### src/ntab_pkg.sv
package ntab_pkg;

  localparam int unsigned TableDepth = 64;
  localparam int unsigned SlotW = $clog2(TableDepth);
  localparam int unsigned CountW = $clog2(TableDepth + 1);
  localparam int unsigned IdW = 32;
  localparam int unsigned TimeW = 32;
  localparam int unsigned PeriodW = 12;
  localparam int unsigned SpeedW = 12;
  localparam int unsigned FactorW = 8;
  localparam int unsigned CfgIdxW = 2;
  localparam int unsigned CfgDataW = 32;
  localparam int unsigned QuotW = 24;

  localparam logic [CfgIdxW-1:0] CfgMaxLife = 2'd0;
  localparam logic [CfgIdxW-1:0] CfgPeriodMode = 2'd1;
  localparam logic [CfgIdxW-1:0] CfgSafetyFactor = 2'd2;
  localparam logic [CfgIdxW-1:0] CfgFixedPeriod = 2'd3;

  localparam logic [15:0] SpeedScale = 16'd57600;
  localparam logic [PeriodW-1:0] PeriodMin = 12'd100;
  localparam logic [PeriodW-1:0] PeriodMax = 12'd3000;
  localparam logic [CountW-1:0] CrowdLimit = 7'd50;
  localparam logic [PeriodW-1:0] CrowdPeriod = 12'd200;

  typedef enum logic [2:0] {
    ST_IDLE,
    ST_SCAN,
    ST_SWEEP,
    ST_DIV,
    ST_DONE
  } ntab_state_t;

  typedef struct packed {
    logic load;
    logic scan_step;
    logic sweep_step;
    logic div_start;
    logic div_step;
    logic finish;
  } ntab_cmd_t;

  typedef struct packed {
    logic mode;
    logic scan_last;
    logic found;
    logic div_last;
  } ntab_stat_t;

endpackage

### src/ntab_ctrl.sv
module ntab_ctrl
  import ntab_pkg::*;
(
  input  logic       clk,
  input  logic       rst_n,
  input  logic       start,
  output logic       busy,
  input  ntab_stat_t stat,
  output ntab_cmd_t  cmd
);

  ntab_state_t state_r, state_nxt;

  always_ff @(posedge clk) begin
    if (!rst_n) begin
      state_r <= ST_IDLE;
    end else begin
      state_r <= state_nxt;
    end
  end

  always_comb begin
    state_nxt = state_r;
    case (state_r)
      ST_IDLE: begin
        if (start) state_nxt = ST_SCAN;
      end
      ST_SCAN: begin
        if (stat.mode) state_nxt = ST_SWEEP;
        else if (stat.found || stat.scan_last) state_nxt = ST_DONE;
      end
      ST_SWEEP: begin
        if (stat.scan_last) state_nxt = ST_DIV;
      end
      ST_DIV: begin
        if (stat.div_last) state_nxt = ST_DONE;
      end
      ST_DONE: state_nxt = ST_IDLE;
      default: state_nxt = ST_IDLE;
    endcase
  end

  always_comb begin
    cmd = '0;
    busy = 1'b1;
    case (state_r)
      ST_IDLE: begin
        busy = 1'b0;
        cmd.load = start;
      end
      ST_SCAN: begin
        if (stat.mode) cmd.sweep_step = 1'b1;
        else cmd.scan_step = 1'b1;
      end
      ST_SWEEP: begin
        cmd.sweep_step = 1'b1;
        cmd.div_start = stat.scan_last;
      end
      ST_DIV: cmd.div_step = 1'b1;
      ST_DONE: cmd.finish = 1'b1;
      default: busy = 1'b1;
    endcase
  end

endmodule

### config.mk
export PLATFORM = sky130hd
export DESIGN_NAME = ntab_ctrl
export DESIGN_NICKNAME = d
export VERILOG_FILES = /design/src/ntab_pkg.sv /design/src/ntab_ctrl.sv
export SDC_FILE = /design/constraint.sdc
export NUM_CORES = 1
export LEC_CHECK = 0
export BUFFER_PORTS_ARGS = -buffer_cell sky130_fd_sc_hd__buf_2
export CORE_AREA = 3 3 40 42
export CTS_CLUSTER_SIZE = 28
export DETAILED_ROUTE_END_ITERATION = 7
export DIE_AREA = 0 0 43 45
export SKIP_LAST_GASP = 1
export SLEW_MARGIN = 20
export SYNTH_ARGS = -nofsm -noshare
export SYNTH_HDL_FRONTEND = slang
export SYNTH_SLANG_ARGS = --single-unit
### constraint.sdc
create_clock -name clk -period 2.7 [get_ports clk]
set_input_delay 0.405 -clock clk [delete_from_list [all_inputs] [get_ports clk]]
set_output_delay 0.405 -clock clk [all_outputs]
set_load 0.01 [all_outputs]
==> flow_summary.json, run 1 <==
{
  "synth-seq-cells": 3,
  "synthCells": 25,
  "worstReg2RegStart": "state_r[0]",
  "rsz0062_at_grt": "no",
  "path_buf_inv": 1,
  "skew_ps": 2.74,
  "cts.repair.resized": 0,
  "worstReg2RegEnd": "state_r[2]",
  "p_total_mw": 0.198,
  "finalCritPeriodShare_pct": 62.1,
  "syn_area_sq_um": 244,
  "yosysWarnings": 0,
  "top_layer": "met4",
  "cp_max_fo": 10,
  "post_route_cells_drive_above_1_share_pct": 48.8,
  "cts_setup_buffers": 0,
  "crit_path_max_incr_delay_ps": 490,
  "grt_usage_pct": 6.98,
  "arrival_ps": 1270,
  "route.met2.wl_microns": 244,
  "drt_iter0_markers": 1,
  "ant_nets": 0,
  "fp-row-count": 13,
  "reg2reg_setup_slack_ps": 1480,
  "largest-register": "state_r",
  "clock_latency_ps": 230,
  "coreArea_sq_um": 1280,
  "firstDrtPassIters": 2,
  "fillers": 153,
  "worstHoldPathCells": 2,
  "viasPerCell": 4.20,
  "hpwl_microns": 441,
  "synth_top_area_share_pct": 24.6,
  "period_minus_slack_ps": 1680,
  "cts-htree-levels": 1,
  "cts_sinks": 3,
  "synth_nets": 32,
  "hold_viol_final": 0,
  "drc": 0,
  "status": "finished, final reports clean",
  "cp_cell_sequence": "nor4b_4 -> buf_2",
  "root_buffer": "clkbuf_4",
  "cts_tree": "yes",
  "grt_pass1_vias": 243,
  "yosys.area.top_type": "dfxtp_1",
  "vias": 235,
  "synthDistinctLibCells": 19,
  "layout_common_cells": "buf_2 (13), nor2_1 (3), clkbuf_4 (3), dfxtp_1 (3)",
  "cp-end-kind": "primary output",
  "hp-start": "rst_n",
  "fmax_mhz": 596,
  "diodes": 0,
  "cts_made_buffers": 3,
  "worstPathRequired_ps": 2300,
  "layout.cells.most_common": "buf_2",
  "die_h_microns": 45,
  "io_pins": 14,
  "timing.reg2reg.worst_path_depth": 3,
  "maxCapViolations": 0,
  "die-area_sq_um": 1940,
  "start_util_pct": 19.0,
  "wl_per_cell_microns": 9.96,
  "die_w_microns": 43,
  "ys_seq_area_share_pct": 24.6,
  "path_delay_family": "flip-flops",
  "grt_antenna_before_repair": 0,
  "power.density_nw_per_um2": 593,
  "hold-path-endpoint": "state_r[1]",
  "largest_registers": "state_r x3",
  "clockBufferDepth": 2,
  "hold_path.class": "in2reg",
  "setup_tns_ps": 0,
  "grt_overflow": 0,
  "wl_met1_microns": 253,
  "critPathSlowestCell": "dfxtp_1",
  "path_clk_slew_ps": 40,
  "crit_path_start_kind": "flop",
  "wl_met3_microns": 48,
  "vdd_drop_max_uv": 124,
  "leakagePower_nw": 0.174,
  "hold_buffers": 0,
  "place_congestion": 0.669,
  "slew_viol_final": 0,
  "synth.area.top_cells": "dfxtp_1 (25%), nor4b_4 (9.7%), buf_12 (8.2%)",
  "areaGrowthSynthToFinish_pct": 36.9,
  "max_slew_margin_pct": 79.5,
  "path_class": "reg2out",
  "max_slew.worst_pin.slew_ps": 306,
  "syn_avg_cell_area_sq_um": 9.76,
  "finalSetupViolCount": 0,
  "numPortBuffers": 13,
  "crit_cells": 2,
  "wl_microns": 558,
  "largest_reg_flops": 3,
  "grt_max_degree": 11,
  "final_nets": 49,
  "grt_pass1_wl_microns": 966
}
==> per-stage QoR <==
stage | hold WS, ps | setup slack (ps) | utilization, % | cells | instance area, sq um
6_report | 419 | 1020 | 26.0 | 56 | 334
5_1_grt | 429 | 920 | 26.0 | 56 | 334
4_1_cts | 416 | 1010 | 26.0 | 56 | 334
3_5_place_dp | 586 | 1270 | 24.0 | 52 | 308
2_1_floorplan | 522 | 1300 | - | 25 | 244
3_3_place_gp | 571 | 1290 | 24.0 | 52 | 308
==> where the power goes <==
part	switching, mW	total, mW	leakage (nW)	internal, mW
logic	0.0266	0.0573	0.135	0.0307
clock network	0.0244	0.0799	0.0150	0.0555
registers	0.0112	0.0609	0.0246	0.0497
==> per-layer routing <==
metal / GRT usage, % / vias to the layer above
li1: - / 120
met1: 7.67 / 102
met2: 9.58 / 11
met3: 3.19 / 2
met4: 7.23 / 0
met5: 0 / -
==> cell usage after synthesis <==
cell      number
nand2b_1       1
nor2b_2        1
and2_1         2
nor3b_1        1
o211a_1        1
mux2i_1        2
nand3b_1       1
buf_12         1
inv_1          1
nor2_1         3
nor4b_4        1
a21oi_1        1
a22oi_2        1
nand2_1        1
o211ai_1       1
o21a_1         1
and3b_2        1
dfxtp_1        3
or3_1          1
==> cells by family after synthesis <==
| logic type | count (synthesis) | synth area share, % |
|---|---|---|
| muxes | 2 | 8.21 |
| AOI/OAI and AO/OA | 5 | 17.4 |
| DFF | 3 | 24.6 |
| buffers and inverters | 2 | 9.74 |
| and+or+nand+nor | 13 | 40.0 |
==> how the worst max path moves through the flow <==
stage / from / end
2_1_floorplan: state_r[0] / cmd[5]
3_3_place_gp: stat[3] / cmd[4]
3_5_place_dp: state_r[0] / cmd[4]
4_1_cts: state_r[0] / cmd[4]
5_1_grt: state_r[0] / cmd[4]
6_report: state_r[0] / cmd[4]
==> area by class of cell <==
| class | count | area (sq um) | share of cell area (%) |
|---|---|---|---|
| multi-input combinational | 20 | 160 | 47.9 |
| sequential | 3 | 60.1 | 18.0 |
| clock buffer | 4 | 26.3 | 7.87 |
| inverter | 1 | 3.75 | 1.12 |
| timing repair buffer | 13 | 65.1 | 19.5 |
| tap | 15 | 18.8 | 5.62 |
(Power assumes the default switching activity.)
==> inputs of run 2 (changes only) <==
==> constraint.sdc (replaced) <==
create_clock -name clk -period 1.71 [get_ports clk]
set_input_delay 0.2565 -clock clk [delete_from_list [all_inputs] [get_ports clk]]
set_output_delay 0.2565 -clock clk [all_outputs]
set_load 0.01 [all_outputs]
==> run 2 against run 1 <==
  * Worst setup slack got worse by 820 ps
  * Largest power group unchanged
  * Critical path depth rose by 1
  * Critical endpoint is now cmd[2]
  * First-iteration DRC count stayed put
==> flow_summary.json, run 2 (synthesis results as in run 1) <==
{
  "hold_path.class": "in2reg",
  "viasPerCell": 4.13,
  "finalCritPeriodShare_pct": 88.0,
  "largest_reg_flops": 3,
  "fp-row-count": 13,
  "grt_usage_pct": 6.74,
  "top_layer": "met3",
  "root_buffer": "clkbuf_4",
  "clockBufferDepth": 2,
  "ant_nets": 0,
  "drc": 0,
  "clock_latency_ps": 230,
  "rsz0062_at_grt": "no",
  "largest-register": "state_r",
  "multi_input_area_sq_um": 160,
  "hold_buffers": 0,
  "die_h_microns": 45,
  "wl_per_cell_microns": 9.98,
  "path_class": "reg2out",
  "cp_max_fo": 7,
  "maxCapViolations": 0,
  "arrival_ps": 1250,
  "path_clk_slew_ps": 40,
  "max_slew_margin_pct": 80.5,
  "drt_iter0_markers": 1,
  "firstDrtPassIters": 2,
  "fmax_mhz": 664,
  "vdd_drop_max_uv": 419,
  "io_pins": 14,
  "route.met2.wl_microns": 214,
  "wl_microns": 559,
  "worstHoldPathCells": 2,
  "max_slew.worst_pin.slew_ps": 292,
  "regArea_sq_um": 60.1,
  "cp-end-kind": "primary output",
  "skew_ps": 1.94,
  "timing.reg2reg.worst_path_depth": 3,
  "worstPathRequired_ps": 1450,
  "slew_viol_final": 0,
  "fillers": 144,
  "reg2reg_setup_slack_ps": 560,
  "die-area_sq_um": 1940,
  "crit_path_start_kind": "flop",
  "grt_pass1_vias": 227,
  "place_congestion": 0.697,
  "vias": 231,
  "areaGrowthSynthToFinish_pct": 36.9,
  "wl_met3_microns": 60,
  "numPortBuffers": 13,
  "hpwl_microns": 464,
  "start_util_pct": 19.0,
  "cts_sinks": 3,
  "cts-htree-levels": 1,
  "grt_overflow": 0,
  "p_total_mw": 0.306,
  "layout_common_cells": "buf_2 (13), nor2_1 (3), clkbuf_4 (3), dfxtp_1 (3)",
  "wl_met1_microns": 285,
  "finish.utilization_pct": 26.0,
  "setup_tns_ps": 0,
  "hold_viol_final": 0,
  "finalSetupViolCount": 0,
  "whs_ps": 292,
  "cts_tree": "yes",
  "status": "finished, final reports clean",
  "leakagePower_nw": 0.174,
  "largest_registers": "state_r x3",
  "diodes": 0,
  "grt_pass1_wl_microns": 972,
  "post_route_cells_drive_above_1_share_pct": 48.8,
  "layout.cells.most_common": "buf_2",
  "cts.repair.resized": 0,
  "grt_antenna_before_repair": 0,
  "cts_setup_buffers": 0,
  "coreArea_sq_um": 1280,
  "grt_max_degree": 11,
  "die_w_microns": 43,
  "cts_made_buffers": 3,
  "period_minus_slack_ps": 1510,
  "power.density_nw_per_um2": 915,
  "final_nets": 49
}
run 2: worst paths after layout:
path,to,start
worst max-delay path,cmd[2],state_r[1]
worst max register to register,state_r[0],state_r[0]
worst min-delay path,state_r[1],rst_n
worst min register to register,state_r[0],state_r[0]
run 2: per-stage QoR:
stage | area [sq um] | setup slack, ps | instances
after detailed placement | 308 | 457 | 52
after floorplan | 244 | 463 | 25
after global routing | 334 | 131 | 56
after CTS | 334 | 204 | 56
final | 334 | 204 | 56
after global placement | 308 | 448 | 52
run 2: per-layer routing:
| layer | vias up | GRT usage, % |
|---|---|---|
| met1 | 98 | 8.65 |
| met3 | 0 | 3.98 |
| met5 | - | 0 |
| met4 | 0 | 1.81 |
| li1 | 122 | - |
| met2 | 11 | 9.58 |
run 2: critical path, cell delays in order (launching register included):
cell and delay [ps]:
dfxtp_1 450, nor2b_2 260, and3b_2 190, buf_2 120
run 2: report_power, final:
part | internal [mW] | switching, mW
Clock | 0.0871 | 0.0315
Combinational | 0.0485 | 0.0429
Sequential | 0.0786 | 0.0172
Total | 0.214 | 0.0916
run 2: cell type report:
class | count | area share, %
Tap cell | 15 | 5.62
Sequential cell | 3 | 18.0
Inverter | 1 | 1.12
Clock buffer | 4 | 7.87
Multi-Input combinational cell | 20 | 47.9
Timing Repair Buffer | 13 | 19.5
